File: config.mk
export PLATFORM = sky130hd
export DESIGN_NAME = sensor_round_conditioner
export DESIGN_NICKNAME = d
export VERILOG_FILES = /design/src/rtl/core/src_pkg.sv /design/src/rtl/core/src_div.sv /design/src/rtl/core/sensor_round_conditioner.sv
export SDC_FILE = /design/constraint.sdc
export NUM_CORES = 1
export LEC_CHECK = 0
export BUFFER_PORTS_ARGS = -buffer_cell sky130_fd_sc_hd__buf_2
export CORE_ASPECT_RATIO = 1.4
export CORE_MARGIN = 1.5
export CORE_UTILIZATION = 55
export CTS_BUF_LIST = sky130_fd_sc_hd__clkbuf_2 sky130_fd_sc_hd__clkbuf_4 sky130_fd_sc_hd__clkbuf_8
export DETAILED_ROUTE_END_ITERATION = 8
export HOLD_SLACK_MARGIN = 0.02
export PLACE_DENSITY = 0.76
export REMOVE_ABC_BUFFERS = 1
export SETUP_SLACK_MARGIN = 0.4
export SLEW_MARGIN = 20
export SYNTH_ARGS = -nofsm -noshare
export SYNTH_HDL_FRONTEND = slang
export SYNTH_SLANG_ARGS = --single-unit
File: constraint.sdc
create_clock -name clk -period 4.3 [get_ports clk]
set_clock_uncertainty 0.15 [all_clocks]
set_input_delay 0.215 -clock clk [delete_from_list [all_inputs] [get_ports clk]]
set_output_delay 0.215 -clock clk [all_outputs]
set_load 0.05 [all_outputs]
File: src/rtl/core/src_pkg.sv
// Shared types and constants for the sensor round conditioner.
package src_pkg;

	// Width of one element on the shared scan datapath (covers a 17-bit pressure, signed).
	localparam int EL_W = 18;

	// Request codes carried by req_type.
	typedef enum logic [1:0] {
		REQ_AIR   = 2'd0,
		REQ_PRES  = 2'd1,
		REQ_WATER = 2'd2
	} req_t;

	// Sequencer states.
	typedef enum logic [2:0] {
		ST_IDLE,
		ST_SCAN,
		ST_TRIM,
		ST_DIV,
		ST_DONE
	} state_t;

	// Channel currently on the shared unit.
	typedef enum logic [1:0] {
		CH_TEMP,
		CH_HUM,
		CH_PRES
	} chan_t;

	// Plausibility limits, hundredths of a degree or percent, pressure in pascal.
	localparam logic signed [15:0] AIR_T_LO   = -16'sd4000;
	localparam logic signed [15:0] AIR_T_HI   = 16'sd8500;
	localparam logic [13:0]        AIR_H_MAX  = 14'd10000;
	localparam logic [17:0]        PRES_LO    = 18'd30000;
	localparam logic [17:0]        PRES_HI    = 18'd120000;
	localparam logic signed [15:0] WAT_T_LO   = -16'sd5500;
	localparam logic signed [15:0] WAT_T_HI   = 16'sd12500;
	localparam logic signed [15:0] WAT_T_BAD  = 16'sd8500;
	localparam logic signed [14:0] HOLD_FLOOR = -15'sd5000;
	localparam logic [3:0]         HOLD_LIMIT_RST = 4'd3;

endpackage

File: src/rtl/core/src_div.sv
// Serial restoring divider, one quotient bit per cycle.
module src_div
	import src_pkg::*;
#(
	parameter int NUM_W = 21,
	parameter int DEN_W = 3
) (
	input  logic             clk,
	input  logic             arst_n,
	input  logic             start,
	input  logic [NUM_W-1:0] num,
	input  logic [DEN_W-1:0] den,
	output logic             done,
	output logic [NUM_W-1:0] quo
);

	localparam int CNT_W = $clog2(NUM_W);

	logic             busy_q;
	logic             done_q;
	logic [CNT_W-1:0] cnt_q;
	logic [NUM_W-1:0] quo_q;
	logic [DEN_W:0]   rem_q;
	logic [DEN_W-1:0] den_q;
	logic [DEN_W:0]   rem_sh;
	logic             ge;

	// Shift in the next dividend bit and trial-subtract the divisor.
	always_comb begin
		rem_sh = {rem_q[DEN_W-1:0], quo_q[NUM_W-1]};
		ge     = rem_sh >= {1'b0, den_q};
	end

	// Control: iteration counter and completion pulse.
	always_ff @(posedge clk or negedge arst_n) begin
		if (!arst_n) begin
			busy_q <= 1'b0;
			done_q <= 1'b0;
			cnt_q  <= '0;
		end else if (start) begin
			busy_q <= 1'b1;
			done_q <= 1'b0;
			cnt_q  <= CNT_W'(NUM_W - 1);
		end else if (busy_q) begin
			cnt_q <= cnt_q - CNT_W'(1);
			if (cnt_q == '0) begin
				busy_q <= 1'b0;
				done_q <= 1'b1;
			end
		end else begin
			done_q <= 1'b0;
		end
	end

	// Datapath: the quotient fills in from the bottom as the dividend leaves the top.
	always_ff @(posedge clk) begin
		if (start) begin
			quo_q <= num;
			rem_q <= '0;
			den_q <= den;
		end else if (busy_q) begin
			quo_q <= {quo_q[NUM_W-2:0], ge};
			rem_q <= ge ? (rem_sh - {1'b0, den_q}) : rem_sh;
		end
	end

	assign done = done_q;
	assign quo  = quo_q;

endmodule

File: src/rtl/core/sensor_round_conditioner.sv
// Top level of the sensor round conditioner: sample stores, sequencer and result register.
//
//   Channel   Handshake              Moves
//   in        in_valid / in_stall    one request: air sample, pressure sample or water reading
//   out       out_valid / out_stall  one round result, produced per water reading
//   cfg       cfg_valid / cfg_ready  hold_limit write, ready is always high
//
// Air and pressure transactions are stored at once and do not stall the input. A water
// reading runs the round end on one shared add/compare unit and a serial divider that runs
// SW = 18 + clog2(AIR_SAMPLES) divider steps. in_stall is high from the water transaction
// until its result is loaded into the output register; the output register then holds the
// result under out_stall while new samples are taken. Reset is asynchronous, active low.
module sensor_round_conditioner
	import src_pkg::*;
#(
	parameter int AIR_SAMPLES = 5
) (
	input  logic               clk,
	input  logic               arst_n,
	// Input request channel.
	input  logic               in_valid,
	output logic               in_stall,
	input  logic [1:0]         req_type,
	input  logic               sample_ok,
	input  logic signed [15:0] temperature_centi,
	input  logic [13:0]        humidity_centi,
	input  logic [17:0]        pressure_pa,
	// Result channel.
	output logic               out_valid,
	input  logic               out_stall,
	output logic signed [14:0] air_temp_out,
	output logic [13:0]        humidity_out,
	output logic               air_valid,
	output logic [16:0]        pressure_out,
	output logic               pressure_valid,
	output logic signed [14:0] water_temp_out,
	output logic               water_valid,
	// Configuration write channel.
	input  logic               cfg_valid,
	output logic               cfg_ready,
	input  logic [3:0]         cfg_data
);

	localparam int CW   = $clog2(AIR_SAMPLES + 1);
	localparam int IW   = $clog2(AIR_SAMPLES);
	localparam int SW   = EL_W + $clog2(AIR_SAMPLES);
	localparam int DV_W = $clog2(AIR_SAMPLES);

	// Configuration and state.
	logic [3:0]         hold_limit_q;
	logic signed [14:0] held_q;
	logic [3:0]         hold_cnt_q;
	logic [CW-1:0]      air_cnt_q;
	logic [1:0]         p_cnt_q;
	state_t             state_q, state_d;
	chan_t              ch_q;
	logic [IW-1:0]      idx_q;

	// Sample stores.
	logic signed [14:0] at_store_q [AIR_SAMPLES];
	logic [13:0]        ah_store_q [AIR_SAMPLES];
	logic [16:0]        p_store_q  [3];

	// Working registers.
	logic signed [SW-1:0]   sum_q;
	logic signed [EL_W-1:0] lo_q, hi_q;
	logic                   neg_q;
	logic signed [14:0]     at_q;
	logic [13:0]            ah_q;
	logic [16:0]            pr_q;
	logic signed [14:0]     wt_q;
	logic                   wv_q;

	// Output register.
	logic               out_valid_q;
	logic signed [14:0] at_out_q;
	logic [13:0]        ah_out_q;
	logic               av_out_q;
	logic [16:0]        pr_out_q;
	logic               pv_out_q;
	logic signed [14:0] wt_out_q;
	logic               wv_out_q;

	// Handshake terms and sample checks.
	logic                   in_acc;
	logic                   air_keep, pres_keep, w_fresh, w_hold;
	logic                   out_free;
	logic signed [EL_W-1:0] el;
	logic [CW-1:0]          n_cur;
	logic                   scan_last;
	logic signed [SW-1:0]   num;
	logic [SW-1:0]          mag;
	logic [DV_W-1:0]        den;
	logic                   div_start, div_done;
	logic [SW-1:0]          quo;
	logic [SW-1:0]          res;

	assign in_stall  = (state_q != ST_IDLE);
	assign in_acc    = in_valid && !in_stall;
	assign cfg_ready = 1'b1;
	assign out_free  = !out_valid_q || !out_stall;

	// Range checks on the incoming transaction.
	always_comb begin
		air_keep  = sample_ok && (temperature_centi > AIR_T_LO) &&
			(temperature_centi < AIR_T_HI) && (humidity_centi <= AIR_H_MAX) &&
			(air_cnt_q < CW'(AIR_SAMPLES));
		pres_keep = sample_ok && (pressure_pa > PRES_LO) && (pressure_pa < PRES_HI) &&
			(p_cnt_q != 2'd3);
		w_fresh   = sample_ok && (temperature_centi > WAT_T_LO) &&
			(temperature_centi < WAT_T_HI) && (temperature_centi != WAT_T_BAD);
		w_hold    = (held_q > HOLD_FLOOR) && (hold_cnt_q < hold_limit_q);
	end

	// Element selection and trim arithmetic for the channel on the shared unit.
	always_comb begin
		case (ch_q)
			CH_TEMP: el = EL_W'(at_store_q[idx_q]);
			CH_HUM:  el = signed'({4'b0, ah_store_q[idx_q]});
			default: el = signed'({1'b0, p_store_q[idx_q[1:0]]});
		endcase
		n_cur     = (ch_q == CH_PRES) ? CW'(p_cnt_q) : air_cnt_q;
		scan_last = (CW'(idx_q) + CW'(1)) == n_cur;
		num       = (n_cur >= CW'(3)) ? (sum_q - SW'(lo_q) - SW'(hi_q)) : sum_q;
		mag       = num[SW-1] ? unsigned'(-num) : unsigned'(num);
		den       = (n_cur >= CW'(3)) ? DV_W'(n_cur - CW'(2)) : DV_W'(n_cur);
		res       = neg_q ? (-quo) : quo;
	end

	// Sequencer state register.
	always_ff @(posedge clk or negedge arst_n) begin
		if (!arst_n) begin
			state_q <= ST_IDLE;
		end else begin
			state_q <= state_d;
		end
	end

	// Next state and divider launch.
	always_comb begin
		state_d   = state_q;
		div_start = 1'b0;
		case (state_q)
			ST_IDLE: begin
				if (in_acc && (req_type == REQ_WATER)) begin
					state_d = ((air_cnt_q != '0) || (p_cnt_q != 2'd0)) ? ST_SCAN : ST_DONE;
				end
			end
			ST_SCAN: begin
				if (scan_last) begin
					state_d = ST_TRIM;
				end
			end
			ST_TRIM: begin
				if (ch_q == CH_PRES) begin
					state_d = ST_DONE;
				end else begin
					state_d   = ST_DIV;
					div_start = 1'b1;
				end
			end
			ST_DIV: begin
				if (div_done) begin
					state_d = ((ch_q == CH_TEMP) || (p_cnt_q != 2'd0)) ? ST_SCAN : ST_DONE;
				end
			end
			ST_DONE: begin
				if (out_free) begin
					state_d = ST_IDLE;
				end
			end
			default: state_d = ST_IDLE;
		endcase
	end

	// Control registers: counts, channel pointer, water hold and configuration.
	always_ff @(posedge clk or negedge arst_n) begin
		if (!arst_n) begin
			hold_limit_q <= HOLD_LIMIT_RST;
			held_q       <= '0;
			hold_cnt_q   <= '0;
			air_cnt_q    <= '0;
			p_cnt_q      <= '0;
			ch_q         <= CH_TEMP;
			idx_q        <= '0;
			out_valid_q  <= 1'b0;
			wv_q         <= 1'b0;
		end else begin
			if (cfg_valid && cfg_ready) begin
				hold_limit_q <= cfg_data;
			end
			// A taken result clears the flag unless the next one loads in this cycle.
			if (out_valid_q && !out_stall && (state_q != ST_DONE)) begin
				out_valid_q <= 1'b0;
			end
			case (state_q)
				ST_IDLE: begin
					if (in_acc && (req_type == REQ_AIR) && air_keep) begin
						air_cnt_q <= air_cnt_q + CW'(1);
					end
					if (in_acc && (req_type == REQ_PRES) && pres_keep) begin
						p_cnt_q <= p_cnt_q + 2'd1;
					end
					if (in_acc && (req_type == REQ_WATER)) begin
						ch_q  <= (air_cnt_q != '0) ? CH_TEMP : CH_PRES;
						idx_q <= '0;
						if (w_fresh) begin
							held_q     <= temperature_centi[14:0];
							hold_cnt_q <= '0;
							wv_q       <= 1'b1;
						end else if (w_hold) begin
							hold_cnt_q <= hold_cnt_q + 4'd1;
							wv_q       <= 1'b1;
						end else begin
							wv_q <= 1'b0;
						end
					end
				end
				ST_SCAN: begin
					idx_q <= idx_q + IW'(1);
				end
				ST_DIV: begin
					if (div_done) begin
						ch_q  <= (ch_q == CH_TEMP) ? CH_HUM : CH_PRES;
						idx_q <= '0;
					end
				end
				ST_DONE: begin
					if (out_free) begin
						out_valid_q <= 1'b1;
						air_cnt_q   <= '0;
						p_cnt_q     <= '0;
					end
				end
				default: begin
				end
			endcase
		end
	end

	// Stores, shared accumulate/compare unit and round results.
	always_ff @(posedge clk) begin
		case (state_q)
			ST_IDLE: begin
				if (in_acc && (req_type == REQ_AIR) && air_keep) begin
					at_store_q[air_cnt_q[IW-1:0]] <= temperature_centi[14:0];
					ah_store_q[air_cnt_q[IW-1:0]] <= humidity_centi;
				end
				if (in_acc && (req_type == REQ_PRES) && pres_keep) begin
					p_store_q[p_cnt_q] <= pressure_pa[16:0];
				end
				if (in_acc && (req_type == REQ_WATER)) begin
					at_q <= '0;
					ah_q <= '0;
					pr_q <= '0;
					if (w_fresh) begin
						wt_q <= temperature_centi[14:0];
					end else if (w_hold) begin
						wt_q <= held_q;
					end else begin
						wt_q <= '0;
					end
				end
			end
			ST_SCAN: begin
				if (idx_q == '0) begin
					sum_q <= SW'(el);
					lo_q  <= el;
					hi_q  <= el;
				end else begin
					sum_q <= sum_q + SW'(el);
					lo_q  <= (el < lo_q) ? el : lo_q;
					hi_q  <= (el > hi_q) ? el : hi_q;
				end
			end
			ST_TRIM: begin
				neg_q <= num[SW-1];
				if (ch_q == CH_PRES) begin
					pr_q <= (p_cnt_q == 2'd3) ? num[16:0] : p_store_q[0];
				end
			end
			ST_DIV: begin
				if (div_done) begin
					if (ch_q == CH_TEMP) begin
						at_q <= res[14:0];
					end else begin
						ah_q <= res[13:0];
					end
				end
			end
			ST_DONE: begin
				if (out_free) begin
					at_out_q <= at_q;
					ah_out_q <= ah_q;
					av_out_q <= (air_cnt_q != '0);
					pr_out_q <= pr_q;
					pv_out_q <= (p_cnt_q != 2'd0);
					wt_out_q <= wt_q;
					wv_out_q <= wv_q;
				end
			end
			default: begin
			end
		endcase
	end

	// Shared serial divider for the air channel means.
	src_div #(
		.NUM_W(SW),
		.DEN_W(DV_W)
	) u_div (
		.clk   (clk),
		.arst_n(arst_n),
		.start (div_start),
		.num   (mag),
		.den   (den),
		.done  (div_done),
		.quo   (quo)
	);

	// Result channel drive.
	assign out_valid      = out_valid_q;
	assign air_temp_out   = at_out_q;
	assign humidity_out   = ah_out_q;
	assign air_valid      = av_out_q;
	assign pressure_out   = pr_out_q;
	assign pressure_valid = pv_out_q;
	assign water_temp_out = wt_out_q;
	assign water_valid    = wv_out_q;

endmodule
; Word-level counts from Yosys, hierarchy flattened
; Memories as Yosys holds them, arrays and structs flattened.
; Index checks and enable logic that the tools add are counted.
[word_totals]
register_bits = 255
ramBits = 196
input_bits = 60
out_inout_bits = 67
wordCells = 210
memories = 3
[op_classes]
add_sub_neg = 12
n_lt_le_gt_ge = 14
eq_ne = 23
muxes = 72
reduce_logical = 55
[memory_table]
columns = name, words, word_bits, rd, rd_ports_with_merged_regs, write_ports, line
row1 = at_store_q, 5, 15, 1, 0, 1, sensor_round_conditioner.sv:60  ; logic signed [14:0] at_store_q [AIR_SAMPLES];
row2 = ah_store_q, 5, 14, 1, 0, 1, sensor_round_conditioner.sv:61  ; logic [13:0] ah_store_q [AIR_SAMPLES];
row3 = p_store_q, 3, 17, 2, 0, 1, sensor_round_conditioner.sv:62  ; logic [16:0] p_store_q [3];
[ops]
columns = cell, count
row1 = two-way mux 21 bit, 5
row2 = two-way mux 15 bit, 6
row3 = two-way mux 18 bit, 4
row4 = two-way mux 17 bit, 3
row5 = two-way mux 14 bit, 3
row6 = subtractor 21 x 18 -> 21 bit, 2
row7 = two-way mux 3 bit, 13
row8 = one-hot mux 18 bit (2 select lines), 1
row9 = one-hot mux 17 bit (2 select lines), 1
row10 = less-than comparator 16 x 15 -> 1 bit (second input constant), 2
row11 = one-hot mux 15 bit (2 select lines), 1
row12 = one-hot mux 14 bit (2 select lines), 1
row13 = adder 21 x 18 -> 21 bit, 1
row14 = negation 21 bit, 1
row15 = AND reduction 3 bit, 7
row16 = logical AND 1 bit, 19
row17 = two-way mux 1 bit, 19
row18 = greater-than comparator 18 x 15 -> 1 bit (second input constant), 1
row19 = greater-than comparator 18 bit, 1
row20 = less-than comparator 18 x 17 -> 1 bit (second input constant), 1
row21 = less-than comparator 18 bit, 1
row22 = inequality test 2 bit (second input constant), 9
row23 = greater-than comparator 16 x 13 -> 1 bit (second input constant), 1
row24 = greater-than comparator 16 x 14 -> 1 bit (second input constant), 1
row25 = 38 further kinds, 72

; Logic depth before layout (Yosys ltp)
[depth]
depth_word = 9
mapped_depth = 18
mapped_depth_nobuf = 17

; By module
; Synthesis repeated with hierarchy kept, for this count alone.
[hier_totals]
cells_unflattened = 1654
area_unflattened_um2 = 22143.7
[by_module_without_submodules]
columns = mod, instances, cells_each, area_per_inst_um2, seq_area_each_um2
row1 = sensor_round_conditioner, 1, 1544, 20582.2, 12334.3
row2 = src_div, 1, 110, 1561.5, 955.9

; Worst setup path before layout
; No wires, ideal clock.
[synth_timing]
path_kind = register to register
startpoint = register state_q[1]
endpoint = register at_out_q[0] (netlist: air_temp_out[0]), enable pin
setup_time_ps = 512
t_arrival_ps = 3992
required_ps = 3638
slack_ps = -355
stages_incl_launch_ff = 5
path_buffers = 1
period_less_slack_ps = 4655
cell_sequence = dfrtp_1 clkbuf_1 nor2_1 nand2_1 a21oi_1
[synth_between]
elab_chain_cells = 2
[synth_lines]
columns = item, line
row1 = start: declaration, sensor_round_conditioner.sv:55  ; state_t state_q, state_d;
row2 = start signal: assignment, sensor_round_conditioner.sv:135  ; state_q <= state_d;
row3 = equality test 3 bit, sensor_round_conditioner.sv:243  ; case (state_q)
row4 = AND reduction 2 bit (no line), n/a
row5 = end signal: assignment, sensor_round_conditioner.sv:293  ; at_out_q <= at_q;
row6 = end: declaration, sensor_round_conditioner.sv:76  ; logic signed [14:0] at_out_q;
; Every way passes these cells.
; A chain may end at the register's enable or synchronous reset.

; Final worst setup path
[layout_timing]
startpoint = register idx_q[0]
endpoint = register lo_q[11], enable pin
[layout_between]
elab_chain_cells = 5
elab_cells_between_ends = 8
cone_classes = order compare: 1 / mux: 1 / reduce/logical: 3 / memory: 3
[layout_lines]
columns = item, line
row1 = start: declaration, sensor_round_conditioner.sv:57  ; logic [IW-1:0] idx_q;
row2 = start signal: assignment, sensor_round_conditioner.sv:220  ; idx_q <= idx_q + IW'(1);
row3 = "memory read (5 x 14 bit), or another cell as far along", n/a
row4 = one-hot mux 18 bit (2 select lines) *, sensor_round_conditioner.sv:117  ; case (ch_q)
row5 = net el[3], sensor_round_conditioner.sv:88  ; logic signed [EL_W-1:0] el;
row6 = less-than comparator 18 bit *, sensor_round_conditioner.sv:272  ; lo_q <= (el < lo_q) ? el : lo_q;
row7 = nonzero test 2 bit (no line) *, n/a
row8 = AND reduction 2 bit (no line) *, n/a
row9 = end signal: assignment, sensor_round_conditioner.sv:268  ; lo_q <= el;
row10 = end signal: assignment, sensor_round_conditioner.sv:272
row11 = end: declaration, sensor_round_conditioner.sv:66  ; logic signed [EL_W-1:0] lo_q, hi_q;
; Mark *: on every way through the listed nets, which the timed path passes. The rest lies on a longest branch.

==> metrics.txt <==
CP Class=reg -> reg; TritonCTS clock tree=built; drt wl/cell=between 20 and 25 um; Post-synth EDFFs=roughly 400; first-pass GRT wire length=between 80000 and 90000 um; clock-pin slew on the worst setup and hold paths=0.06 ns; fmax=between 200 and 250 MHz; most frequent CP cell=a21oi_2; Initial Util=0.560; Worst EP arrival=between 4 and 5 ns; Hold WC Path Type=in -> async; status=finished, violations left; CP Capture Type=flip-flop; initial antenna violation count=1; static leakage=approximately 11 nW; num rows=86; worst setup path start=idx_q[0]; sequential share of the synthesized area=0.599; IO Port Bufs=roughly 130; wl on met1=around 20000 um; top sig layer=met4; post-synth design cell area=about 22000 um^2; Critical-path top delay cell=mux4_2; post-route cell area=about 28000 um^2; Post-Syn Instances=roughly 1700; top post-synthesis cells by count=edfxtp_1, nand2_1, nor2_1; Critical Path Source Type=flip-flop; core area=39600 um^2; required time of the worst setup path=between 4 and 5 ns; CP Buf/Inv Count=6; max-cap violations=0; reg2reg start=idx_q[0]; leading register cell type out of synthesis=edfxtp_1; failing checks=hold timing; Sink Count=roughly 450; RePlAce Congestion=0.946; TritonCTS buffer count=67; GRT Util Overall=0.276; Avg Inst Size Synth=13.0 um^2; post-synth top area share=0.546; final core utilization=0.695; grt ovf=0; met3 wire length=about 3700 um; Max VDD drop=0.000402 V; pwr/cell area=~310 nW/um^2; remaining antenna violation count=0; Worst path max stage delay=approximately 0.53 ns; Max Slew Vio Count=0; fin crit share=0.989; layout cells sized above 1=0.289; die height=241 um; Worst Tran Pin Value=1.02 ns; Max H-tree Level=3; unrepaired setup endpoints after global routing=true; routed vias=between 15000 and 20000; # DRC=0; Post-Place Cell Area=23900 um^2; Synth area leaders=edfxtp_1, ha_1, dfrtp_1; CP cell instances=buf_12, clkbuf_16, mux4_2, mux2i_4, a21oi_2, buf_4, buf_4, ha_4, a21oi_2, nor2b_1, o21ai_1, nand2b_1, a21oi_2, nor2b_1, o21ai_1, nand3_2, a21oi_4, buf_12, clkbuf_16; Fin Hold WS=-0.0354 ns; final setup vio count=0; met2 wire length=a little over 30000 um; setup TNS=0 ns; asr flop ratio synth=0.0998; area leader, netlist=edfxtp_1; DIE WIDTH=around 170 um; synthesized flop and latch total=451; clock tree buffer depth=3; Slew headroom=0.318; die area=roughly 42000 um^2; minimum clock period=about 4.3 ns; Layout area overhead=24.1%; DR iter-0 viols=around 1200; worst-path maximum fanout=5; top-count cell post-synth=edfxtp_1; Pre-antenna DRT Iters=5; vias in the first global route=about 16000; Synth warnings=0; Ports=between 100 and 150; dpl hpwl=39200 um; CP delay by family, top=compound AO/OA/AOI/OAI gates; final hold violation count=39; Vias/cell=approximately 6; Yosys cell types=a little over 90; Routed WL=59200 um; clock latency on the worst-skew pair=0.65 ns; CTS root buffer=clkbuf_8; largest net degree at the start of global routing=46; Layout Nets=approximately 2200
==> cells by family after synthesis <==
family	Yosys count	synth area share
DFF	451	0.599
and+or+nand+nor	446	0.0990
AOI/OAI and AO/OA	372	0.109
buffers and inverters	144	0.0266
adders and majority gates	119	0.0746
muxes	112	0.0685
xor gates and xnor gates	58	0.0229
other	1	0.000169
==> layout make-up <==
type                       instances  area [um^2]
antenna                            1         2.50
clock buffer                      96         1170
clock inverter                    25          228
fill                            2688        12100
inverter                          81          310
multi-input combinational       1108         9160
sequential                       451        13300
tap                              528          661
timing repair buffer             341         2700
==> placed cells by master, fill, tap and decap left out, drive strengths merged, types with 20 or more instances in the layout <==
cell,netlist,routed
mux2i,56,56
clkinv,2,20
nand2,135,135
xnor2,28,28
fa,22,22
a21oi,104,104
buf,26,275
ha,97,97
dlygate4sd3,0,62
dfrtp,43,43
xor2,30,30
mux2,27,27
o21ai,95,95
a21o,20,20
edfxtp,403,403
nor3,23,23
nand4,20,20
clkbuf,37,99
inv,79,82
nor2,119,119
a211oi,27,27
mux4,29,29
nand3,46,46
==> state kept, by name, indices dropped and copies added, names as in the netlist, 18 cells and up <==
signal and flops:
p_store_q 51, hi_q 18, at_store_q 75, lo_q 18, ah_store_q 70, sum_q 21
u_div.quo 21
==> worst register-to-register path, delay by kind of cell, from the launching register on <==
kind | cells | cell delay, ns
fa+ha+maj | 1 | 0.23
compound gates | 6 | 1.01
mux | 2 | 0.74
flops | 1 | 0.42
simple gates | 4 | 0.45
buf+inv | 6 | 0.97
==> path summary, 6_finish.rpt <==
kind	endpoint	cells past startpoint	slack (ns)
worst max-delay path	lo_q[11]	19	0.05
max in group asynchronous	idx_q[2]	2	3.57
worst min register to register	air_temp_out[1]	0	0.26
worst min-delay path	u_div.cnt_q[2]	2	-0.04
worst max register to register	lo_q[11]	19	0.05
min in group clk	air_cnt_q[2]	7	0.10
==> report_power, final <==
| part | internal, mW | switching (mW) |
|---|---|---|
| combinational | 0.0741 | 0.109 |
| clock | 1.96 | 1.69 |
| sequential | 4.74 | 0.00122 |
==> per-layer routing <==
metal  vias to the layer above  global-route usage
met5                         -                   0
met4                         0               0.199
met2                       814               0.500
met3                       252              0.0388
met1                      7765               0.299
li1                       7172                   -
==> through the flow <==
stage | hold slack, ns | worst slack (ns) | instances | power [mW]
2_1_floorplan | -0.231 | -1.30 | 1640 | 4.87
3_3_place_gp | 0.254 | 0.118 | 2383 | 4.96
3_5_place_dp | 0.255 | -0.0587 | 2383 | 4.96
4_1_cts | 0.0362 | 0.302 | 2596 | 8.59
5_1_grt | 0.0299 | -0.152 | 2631 | 8.81
6_report | -0.0354 | 0.0454 | 2631 | 8.58
==> repair_timing <==
| item | CTS | global route |
|---|---|---|
| endpoints found under the hold margin | 310 | 0 |
| gates cloned | 4 | 4 |
| hold buffers | 62 | 0 |
| pin swaps | 23 | 70 |
| setup endpoints to repair | 68 | 68 |
| setup buffers | 26 | 30 |
| resized for setup | 52 | 157 |
Power figures use the tool's default switching activity.
